==> config.mk <==
export PLATFORM = sky130hd
export DESIGN_NAME = pwm_temperature_sensor_decoder
export DESIGN_NICKNAME = d
export VERILOG_FILES = /design/src/sv/ptsd_pkg.sv /design/src/sv/ptsd_ctrl.sv /design/src/sv/ptsd_dp.sv /design/src/sv/pwm_temperature_sensor_decoder.sv
export SDC_FILE = /design/constraint.sdc
export NUM_CORES = 1
export LEC_CHECK = 0
export ABC_AREA = 1
export BUFFER_PORTS_ARGS = -buffer_cell sky130_fd_sc_hd__buf_2
export CORE_UTILIZATION = 40
export DETAILED_ROUTE_END_ITERATION = 10
export PLACE_DENSITY_LB_ADDON = 0.08
export SYNTH_ARGS = -nofsm -noshare
export SYNTH_HDL_FRONTEND = slang
export SYNTH_SLANG_ARGS = --single-unit
==> constraint.sdc <==
create_clock -name clock -period 13.92 [get_ports clock]
set_input_delay 2.784 -clock clock [delete_from_list [all_inputs] [get_ports clock]]
set_output_delay 2.784 -clock clock [all_outputs]
set_load 0.01 [all_outputs]
==> src/sv/ptsd_pkg.sv <==
// Package for the PWM temperature sensor decoder.
// Holds widths, register indexes, reset values and the control interface types.
// No dependencies.
package ptsd_pkg;

   localparam int COUNTER_WIDTH_DEF = 32;
   localparam int FRACTION_BITS_DEF = 4;

   localparam int TIME_W   = 32;
   localparam int TEMP_W   = 16;
   localparam int OFFSET_W = 10;
   localparam int SLOPE_W  = 11;

   localparam int CSR_IDX_W  = 8;
   localparam int CSR_DATA_W = 16;

   localparam logic [CSR_IDX_W-1:0] REG_TEMP_OFFSET = CSR_IDX_W'(0);
   localparam logic [CSR_IDX_W-1:0] REG_TEMP_SLOPE  = CSR_IDX_W'(1);

   localparam logic [OFFSET_W-1:0] OFFSET_RESET = OFFSET_W'(421);
   localparam logic [SLOPE_W-1:0]  SLOPE_RESET  = SLOPE_W'(751);

   localparam int TEMP_MAX = 32767;
   localparam int TEMP_MIN = -32768;

   typedef struct packed {
      logic capture;
      logic mul;
      logic div_step;
      logic diff;
      logic load_out;
   } cmd_type;

   typedef struct packed {
      logic div_last;
   } status_type;

endpackage

==> src/sv/ptsd_ctrl.sv <==
// Controller state machine for the PWM temperature sensor decoder.
// Sequences capture, multiply, divide, difference and output load.
// Depends on ptsd_pkg.
module ptsd_ctrl
   import ptsd_pkg::*;
(
   input  logic       clock,
   input  logic       reset,
   input  logic       req_tvalid,
   output logic       req_tready,
   output logic       rsp_tvalid,
   input  logic       rsp_tready,
   input  status_type status,
   output cmd_type    cmd
);

   typedef enum logic [4:0] {
      ST_IDLE = 5'b00001,
      ST_MUL  = 5'b00010,
      ST_DIV  = 5'b00100,
      ST_DIFF = 5'b01000,
      ST_OUT  = 5'b10000
   } state_type;

   state_type state_ff, state_in;
   logic      rsp_valid_ff, rsp_valid_in;
   logic      out_free;

   assign req_tready = (state_ff == ST_IDLE);
   assign rsp_tvalid = rsp_valid_ff;
   assign out_free   = !rsp_valid_ff || rsp_tready;

   always_comb begin
      state_in     = state_ff;
      cmd          = '0;
      cmd.capture  = req_tvalid && req_tready;
      unique case (state_ff)
         ST_IDLE: begin
            if (req_tvalid) begin
               state_in = ST_MUL;
            end
         end
         ST_MUL: begin
            cmd.mul  = 1'b1;
            state_in = ST_DIV;
         end
         ST_DIV: begin
            cmd.div_step = 1'b1;
            if (status.div_last) begin
               state_in = ST_DIFF;
            end
         end
         ST_DIFF: begin
            cmd.diff = 1'b1;
            state_in = ST_OUT;
         end
         ST_OUT: begin
            if (out_free) begin
               cmd.load_out = 1'b1;
               state_in     = ST_IDLE;
            end
         end
         default: begin
            state_in = ST_IDLE;
         end
      endcase
   end

   always_comb begin
      rsp_valid_in = rsp_valid_ff;
      if (cmd.load_out) begin
         rsp_valid_in = 1'b1;
      end else if (rsp_tready) begin
         rsp_valid_in = 1'b0;
      end
   end

   always_ff @(posedge clock) begin
      if (reset) begin
         state_ff     <= ST_IDLE;
         rsp_valid_ff <= 1'b0;
      end else begin
         state_ff     <= state_in;
         rsp_valid_ff <= rsp_valid_in;
      end
   end

endmodule

==> src/sv/ptsd_dp.sv <==
// Datapath for the PWM temperature sensor decoder.
// Holds the capture state, the slope multiplier, a restoring divider and the result register.
// Depends on ptsd_pkg.
module ptsd_dp
   import ptsd_pkg::*;
#(
   parameter int COUNTER_WIDTH = COUNTER_WIDTH_DEF,
   parameter int FRACTION_BITS = FRACTION_BITS_DEF
)(
   input  logic                  clock,
   input  logic                  reset,
   input  cmd_type               cmd,
   output status_type            status,
   input  logic                  csr_write,
   input  logic [CSR_IDX_W-1:0]  csr_index,
   input  logic [CSR_DATA_W-1:0] csr_data,
   input  logic [TIME_W-1:0]     capture_time,
   input  logic                  rising_edge,
   output logic [TIME_W-1:0]     high_time,
   output logic [TIME_W-1:0]     low_time,
   output logic [TEMP_W-1:0]     temperature,
   output logic                  saturated
);

   localparam int CW    = COUNTER_WIDTH;
   localparam int NW    = SLOPE_W + CW + FRACTION_BITS;
   localparam int DW    = NW + 2;
   localparam int CNT_W = $clog2(NW);

   localparam logic signed [DW-1:0] SAT_HI = DW'(TEMP_MAX);
   localparam logic signed [DW-1:0] SAT_LO = DW'(TEMP_MIN);

   logic [OFFSET_W-1:0] offset_ff;
   logic [SLOPE_W-1:0]  slope_ff;
   logic [CW-1:0]       last_ff, high_ff, low_ff;
   logic [CW-1:0]       now, dt;
   logic [SLOPE_W+CW-1:0] prod;
   logic [NW-1:0]       quo_ff;
   logic [CW-1:0]       rem_ff;
   logic [CNT_W-1:0]    cnt_ff;
   logic signed [DW-1:0] res_ff;
   logic [CW:0]         rem_sh;
   logic                ge;
   logic [DW-1:0]       a_val;
   logic signed [DW-1:0] diff, diff_m1, res_in;
   logic [TIME_W-1:0]   high_out_ff, low_out_ff;
   logic [TEMP_W-1:0]   temp_ff, temp_in;
   logic                sat_ff, sat_in;

   assign now = capture_time[CW-1:0];
   assign dt  = now - last_ff;

   assign prod = slope_ff * high_ff;

   assign rem_sh = {rem_ff, quo_ff[NW-1]};
   assign ge     = rem_sh >= (CW+1)'(low_ff);
   assign status.div_last = (cnt_ff == CNT_W'(NW - 1));

   assign a_val   = DW'(offset_ff) << FRACTION_BITS;
   assign diff    = $signed(a_val - DW'(quo_ff));
   assign diff_m1 = $signed(a_val + ~DW'(quo_ff));
   assign res_in  = ((rem_ff != '0) && (diff > 0)) ? diff_m1 : diff;

   always_comb begin
      temp_in = res_ff[TEMP_W-1:0];
      sat_in  = 1'b0;
      if (low_ff == '0) begin
         temp_in = '0;
      end else if (res_ff > SAT_HI) begin
         temp_in = SAT_HI[TEMP_W-1:0];
         sat_in  = 1'b1;
      end else if (res_ff < SAT_LO) begin
         temp_in = SAT_LO[TEMP_W-1:0];
         sat_in  = 1'b1;
      end
   end

   always_ff @(posedge clock) begin
      if (reset) begin
         offset_ff <= OFFSET_RESET;
         slope_ff  <= SLOPE_RESET;
         last_ff   <= '0;
         high_ff   <= CW'(1);
         low_ff    <= CW'(1);
      end else begin
         if (csr_write && (csr_index == REG_TEMP_OFFSET)) begin
            offset_ff <= csr_data[OFFSET_W-1:0];
         end
         if (csr_write && (csr_index == REG_TEMP_SLOPE)) begin
            slope_ff <= csr_data[SLOPE_W-1:0];
         end
         if (cmd.capture) begin
            last_ff <= now;
            if (rising_edge) begin
               low_ff <= dt;
            end else begin
               high_ff <= dt;
            end
         end
      end
   end

   always_ff @(posedge clock) begin
      if (cmd.mul) begin
         quo_ff <= NW'(prod) << FRACTION_BITS;
         rem_ff <= '0;
         cnt_ff <= '0;
      end else if (cmd.div_step) begin
         quo_ff <= {quo_ff[NW-2:0], ge};
         rem_ff <= ge ? CW'(rem_sh - (CW+1)'(low_ff)) : rem_sh[CW-1:0];
         cnt_ff <= cnt_ff + CNT_W'(1);
      end
      if (cmd.diff) begin
         res_ff <= res_in;
      end
      if (cmd.load_out) begin
         high_out_ff <= TIME_W'(high_ff);
         low_out_ff  <= TIME_W'(low_ff);
         temp_ff     <= temp_in;
         sat_ff      <= sat_in;
      end
   end

   assign high_time   = high_out_ff;
   assign low_time    = low_out_ff;
   assign temperature = temp_ff;
   assign saturated   = sat_ff;

endmodule

==> src/sv/pwm_temperature_sensor_decoder.sv <==
// Top level of the PWM temperature sensor decoder.
// Joins the controller and the datapath to the stream and register ports.
// Depends on ptsd_pkg, ptsd_ctrl and ptsd_dp.
//
// Each req beat is one timer capture: tdata holds the timestamp, tuser is set
// for a rising edge. The block updates the high or low duration and returns one
// rsp beat with both durations and the temperature in 1/2^FRACTION_BITS degree.
// rsp_tuser is set when the temperature was clipped to 16 bits.
// Each item passes from accept through the multiply, divide, difference and output
// states to a valid result, with the restoring divider producing one quotient bit
// per cycle. One item is worked on at a time and the next beat is taken in the
// cycle after the result is loaded into the output register.
// The result sits in an output register, so the next beat is accepted while a
// result waits; when rsp_tready stays low the finished result of the next item
// holds in the datapath until the output register frees.
// Registers are to be written through the csr port only while the block is
// idle, which the block does not enforce; index 0 is the offset, index 1 the
// slope, csr_ready is always high. Reset is synchronous and restores the
// register defaults, the last capture to zero and both durations to one.
module pwm_temperature_sensor_decoder
   import ptsd_pkg::*;
#(
   parameter int COUNTER_WIDTH = COUNTER_WIDTH_DEF,
   parameter int FRACTION_BITS = FRACTION_BITS_DEF
)(
   input  logic                  clock,
   input  logic                  reset,
   input  logic                  req_tvalid,
   output logic                  req_tready,
   input  logic [31:0]           req_tdata,  // capture_time
   input  logic                  req_tuser,  // rising_edge
   output logic                  rsp_tvalid,
   input  logic                  rsp_tready,
   output logic [79:0]           rsp_tdata,  // high_time, low_time, temperature
   output logic                  rsp_tuser,  // saturated
   input  logic                  csr_valid,
   output logic                  csr_ready,
   input  logic [CSR_IDX_W-1:0]  csr_index,
   input  logic [CSR_DATA_W-1:0] csr_data
);

   cmd_type           cmd;
   status_type        status;
   logic [TIME_W-1:0] high_time, low_time;
   logic [TEMP_W-1:0] temperature;

   assign csr_ready = 1'b1;

   ptsd_ctrl u_ctrl (
      .clock      (clock),
      .reset      (reset),
      .req_tvalid (req_tvalid),
      .req_tready (req_tready),
      .rsp_tvalid (rsp_tvalid),
      .rsp_tready (rsp_tready),
      .status     (status),
      .cmd        (cmd)
   );

   ptsd_dp #(
      .COUNTER_WIDTH (COUNTER_WIDTH),
      .FRACTION_BITS (FRACTION_BITS)
   ) u_dp (
      .clock        (clock),
      .reset        (reset),
      .cmd          (cmd),
      .status       (status),
      .csr_write    (csr_valid && csr_ready),
      .csr_index    (csr_index),
      .csr_data     (csr_data),
      .capture_time (req_tdata),
      .rising_edge  (req_tuser),
      .high_time    (high_time),
      .low_time     (low_time),
      .temperature  (temperature),
      .saturated    (rsp_tuser)
   );

   assign rsp_tdata = {temperature, low_time, high_time};

endmodule

==> key figures <==
Outcome
  • Status: completed

Cells and area
  • Share of post-route cells with drive strength above 1: 0.0602
  • Synth-to-Final Area Change: 9.13%
  • Commonest non-fill, non-tap cells in the layout: nand2_1, inv_1, nor2_1, fa_1, a21oi_1
  • Register area: approximately 8500 sq um
  • Multi-input logic area: 18,300 sq um
  • Fill count: just under 8,000
  • Commonest non-fill, non-tap cell in the layout: nand2_1
  • Layout Nets: about 4,700

Global route
  • Vias in the first global route: between 20,000 and 30,000
  • First-pass GRT wire length: between 100 and 150 mm
  • Pin count of the biggest net entering global routing: 75
  • GRT Overall Usage: 0.239
  • GRT overflow: 0
  • Initial antenna violation count: 6

Floorplanning
  • Die Footprint: just under 80,000 sq um
  • Core area: approximately 76,000 sq um
  • Die X: roughly 280 microns
  • Initial Util: 0.404
  • Io pins: 146
  • Die Span Y: roughly 280 microns
  • Rows: 101

Route
  • Initial DRT Pass Iterations: 6
  • Initial DRC Count: 1,805
  • Routed Antenna Nets: 0
  • Wirelength per Cell: about 18 microns
  • Routed WL: 91.8 mm
  • Vias after detailed routing: around 26,000
  • Vias per cell: 5.07
  • Remaining DRCs: 0

Critical path
  • Worst EP required: approximately 14 ns
  • Crit path buf inv count: 5
  • Cells along the critical path: nor2_1 > nand4_1 > buf_4 > clkinv_1 > nand2_1 > nand2_1 > nor2_1 > inv_2 > nor2_1 > buf_4 > clkinv_1 > o21ai_0 > a21oi_1
  • Crit Path Class: flip-flop to flip-flop
  • Crit Path Max Fanout: 62
  • Delay of the slowest critical-path stage: around 0.92 ns
  • Worst path slowest cell: clkinv_1
  • Most frequent CP cell: nor2_1
  • Crit path DAT: about 6.8 ns
  • Crit start category: flip-flop
  • Worst path top cell family by delay: buffers and inverters
  • CP Capture Type: flip-flop

Place
  • Port Buffers: roughly 140
  • HPWL Detailed: between 70 and 80 mm
  • Final Wtd Congestion: 0.916

CTS
  • Clk sinks: approximately 340
  • Htree depth: 2
  • Post CTS Setup Buffer Count: 0
  • Clock Tree Buf Depth: 3
  • Number of gates resized after cts: 0
  • Hold_buf cts: 0
  • Clock root buffer: clkbuf_16
  • TritonCTS clock tree: yes
  • Clock Latency Late Sink: ~0.56 ns
  • Clock Pin Slew Worst Setup and Hold Paths: approximately 0.060 ns
  • CTS buffer count: 39

Timing
  • Unrepaired setup endpoints after global routing: false
  • Post-layout min period: 6.38 ns
  • Setup Skew: approximately 0.022 ns
  • Worst-Margin Slew: approximately 1.1 ns
  • Final setup viols: 0
  • Slew margin rel.: 0.273
  • Fmax: 157 MHz
  • Final Max Tran Viols: 0
  • Final worst path period share: 0.458
  • Total negative setup slack: 0 ns
  • Final Hold Fails: 0

Pwr
  • Maximum vdd drop: 0.207 mV
  • Power Dens Cells: roughly 270 nW/um^2
  • LEAKAGE: approximately 17 nW
  • Total Power: around 9 mW

Synthesis
  • FF+latch count, synth: approximately 340
  • Sequential fraction of the synthesis area: 0.277
  • Synth Area per Inst: between 7 and 8 sq um
  • Synth cell types: between 50 and 60
  • Syn nets: roughly 4,600
  • Post-synth EDFFs: roughly 170
  • Mapped Cells: just over 4,000
  • Post-synthesis async set-or-reset flop share: 0
  • Post-Syn Area: ~30,000 sq um
  • Dominant synthesized flop cell: edfxtp_1
  • Synthesis Warnings: 0

Worst hold path
  • Worst hold path type: flip-flop to flip-flop

Flow run
  • Max_cap viols: 0
## where the power goes
part	switching (mW)	internal, mW
clock network	0.428	0.610
registers	0.207	1.21
logic	4.34	2.24
total	4.98	4.06
## area by class of cell
| class | instances | share of cell area |
|---|---|---|
| antenna | 1 | 0.0000749 |
| clock buffer | 49 | 0.0313 |
| clock inverter | 22 | 0.00704 |
| inverter | 880 | 0.0988 |
| multi-input combinational | 2751 | 0.546 |
| sequential | 338 | 0.254 |
| tap | 978 | 0.0366 |
| timing repair buffer | 160 | 0.0255 |
## cell families (layout without fill, tap and decap cells)
group / Yosys count / in the layout / synth area share
adder cells (fa/ha/maj): 429 / 429 / 0.242
other: 1 / 2 / 0.000122
flip-flops: 338 / 338 / 0.277
AO/OA/AOI/OAI: 635 / 635 / 0.114
AND/OR/NAND/NOR: 1617 / 1617 / 0.219
buffers and inverters: 1024 / 1111 / 0.127
XOR/XNOR: 69 / 69 / 0.0197
## registers in the layout, indices dropped and copies added, names as in the netlist
register and flops:
u_dp.saturated 1, u_dp.low_ff 32, u_dp.temperature 16, u_dp.offset_ff 10
u_dp.quo_ff 47, u_ctrl.state_ff 5, u_ctrl.rsp_tvalid 1, u_dp.cnt_ff 6
u_dp.res_ff 49, u_dp.high_time 32, u_dp.low_time 32, u_dp.slope_ff 11
u_dp.last_ff 32, u_dp.high_ff 32, u_dp.rem_ff 32
## routing by layer
layer,GRT usage,wire (microns)
met5,0,0
met4,0.0585,2160
met3,0.0228,4460
met2,0.377,40100
met1,0.352,45200
## cell usage after synthesis, drive strengths merged, types with 9 or more instances
| cell type | n | area share |
|---|---|---|
| a21oi | 247 | 0.040 |
| xnor2 | 29 | 0.0083 |
| a211oi | 10 | 0.0025 |
| fa | 272 | 0.18 |
| dfxtp | 165 | 0.11 |
| a21o | 24 | 0.0059 |
| o21bai | 9 | 0.0022 |
| nand3 | 148 | 0.025 |
| o22ai | 14 | 0.0029 |
| nor2 | 327 | 0.040 |
| nor4 | 35 | 0.0071 |
| buf | 20 | 0.0043 |
| inv | 876 | 0.11 |
| edfxtp | 173 | 0.17 |
| ha | 157 | 0.064 |
| nand4 | 71 | 0.015 |
| o211ai | 27 | 0.0066 |
| a31oi | 35 | 0.0071 |
| o21ai | 242 | 0.040 |
| xor2 | 40 | 0.011 |
| nor3 | 38 | 0.0064 |
| nand3b | 10 | 0.0025 |
| clkbuf | 124 | 0.015 |
| nand2 | 970 | 0.12 |
## metrics by stage
stage | cell area [sq um] | util | hold slack, ns | setup WS (ns) | cells
floorplan | 30600 | - | 0.431 | 7.20 | 4113
global placement | 32100 | 0.424 | 0.434 | 7.33 | 5107
detailed placement | 32100 | 0.424 | 0.421 | 7.26 | 5107
CTS | 33400 | 0.441 | 0.435 | 7.58 | 5178
global route | 33400 | 0.441 | 0.443 | 6.99 | 5178
finish | 33400 | 0.441 | 0.438 | 7.54 | 5179
## worst reg2reg max path: stages (launching register included)
cell	delay (ns)
dfxtp_1	0.37
nor2_1	0.09
nand4_1	0.47
buf_4	0.61
clkinv_1	0.97
nand2_1	0.32
nand2_1	0.10
nor2_1	0.69
inv_2	0.62
nor2_1	0.23
buf_4	0.30
clkinv_1	0.91
o21ai_0	0.49
a21oi_1	0.07
## final timing paths
kind / slack, ns / cells after the start / to / from
worst max-delay path: 7.54 / 13 / u_dp.low_ff[3] / u_ctrl.state_ff[0]
worst min-delay path: 0.44 / 0 / u_dp.high_time[25] / u_dp.high_ff[25]
worst max register to register: 7.54 / 13 / u_dp.low_ff[3] / u_ctrl.state_ff[0]
worst min register to register: 0.44 / 0 / u_dp.high_time[25] / u_dp.high_ff[25]
No activity file was read; power rests on OpenSTA's default activity.
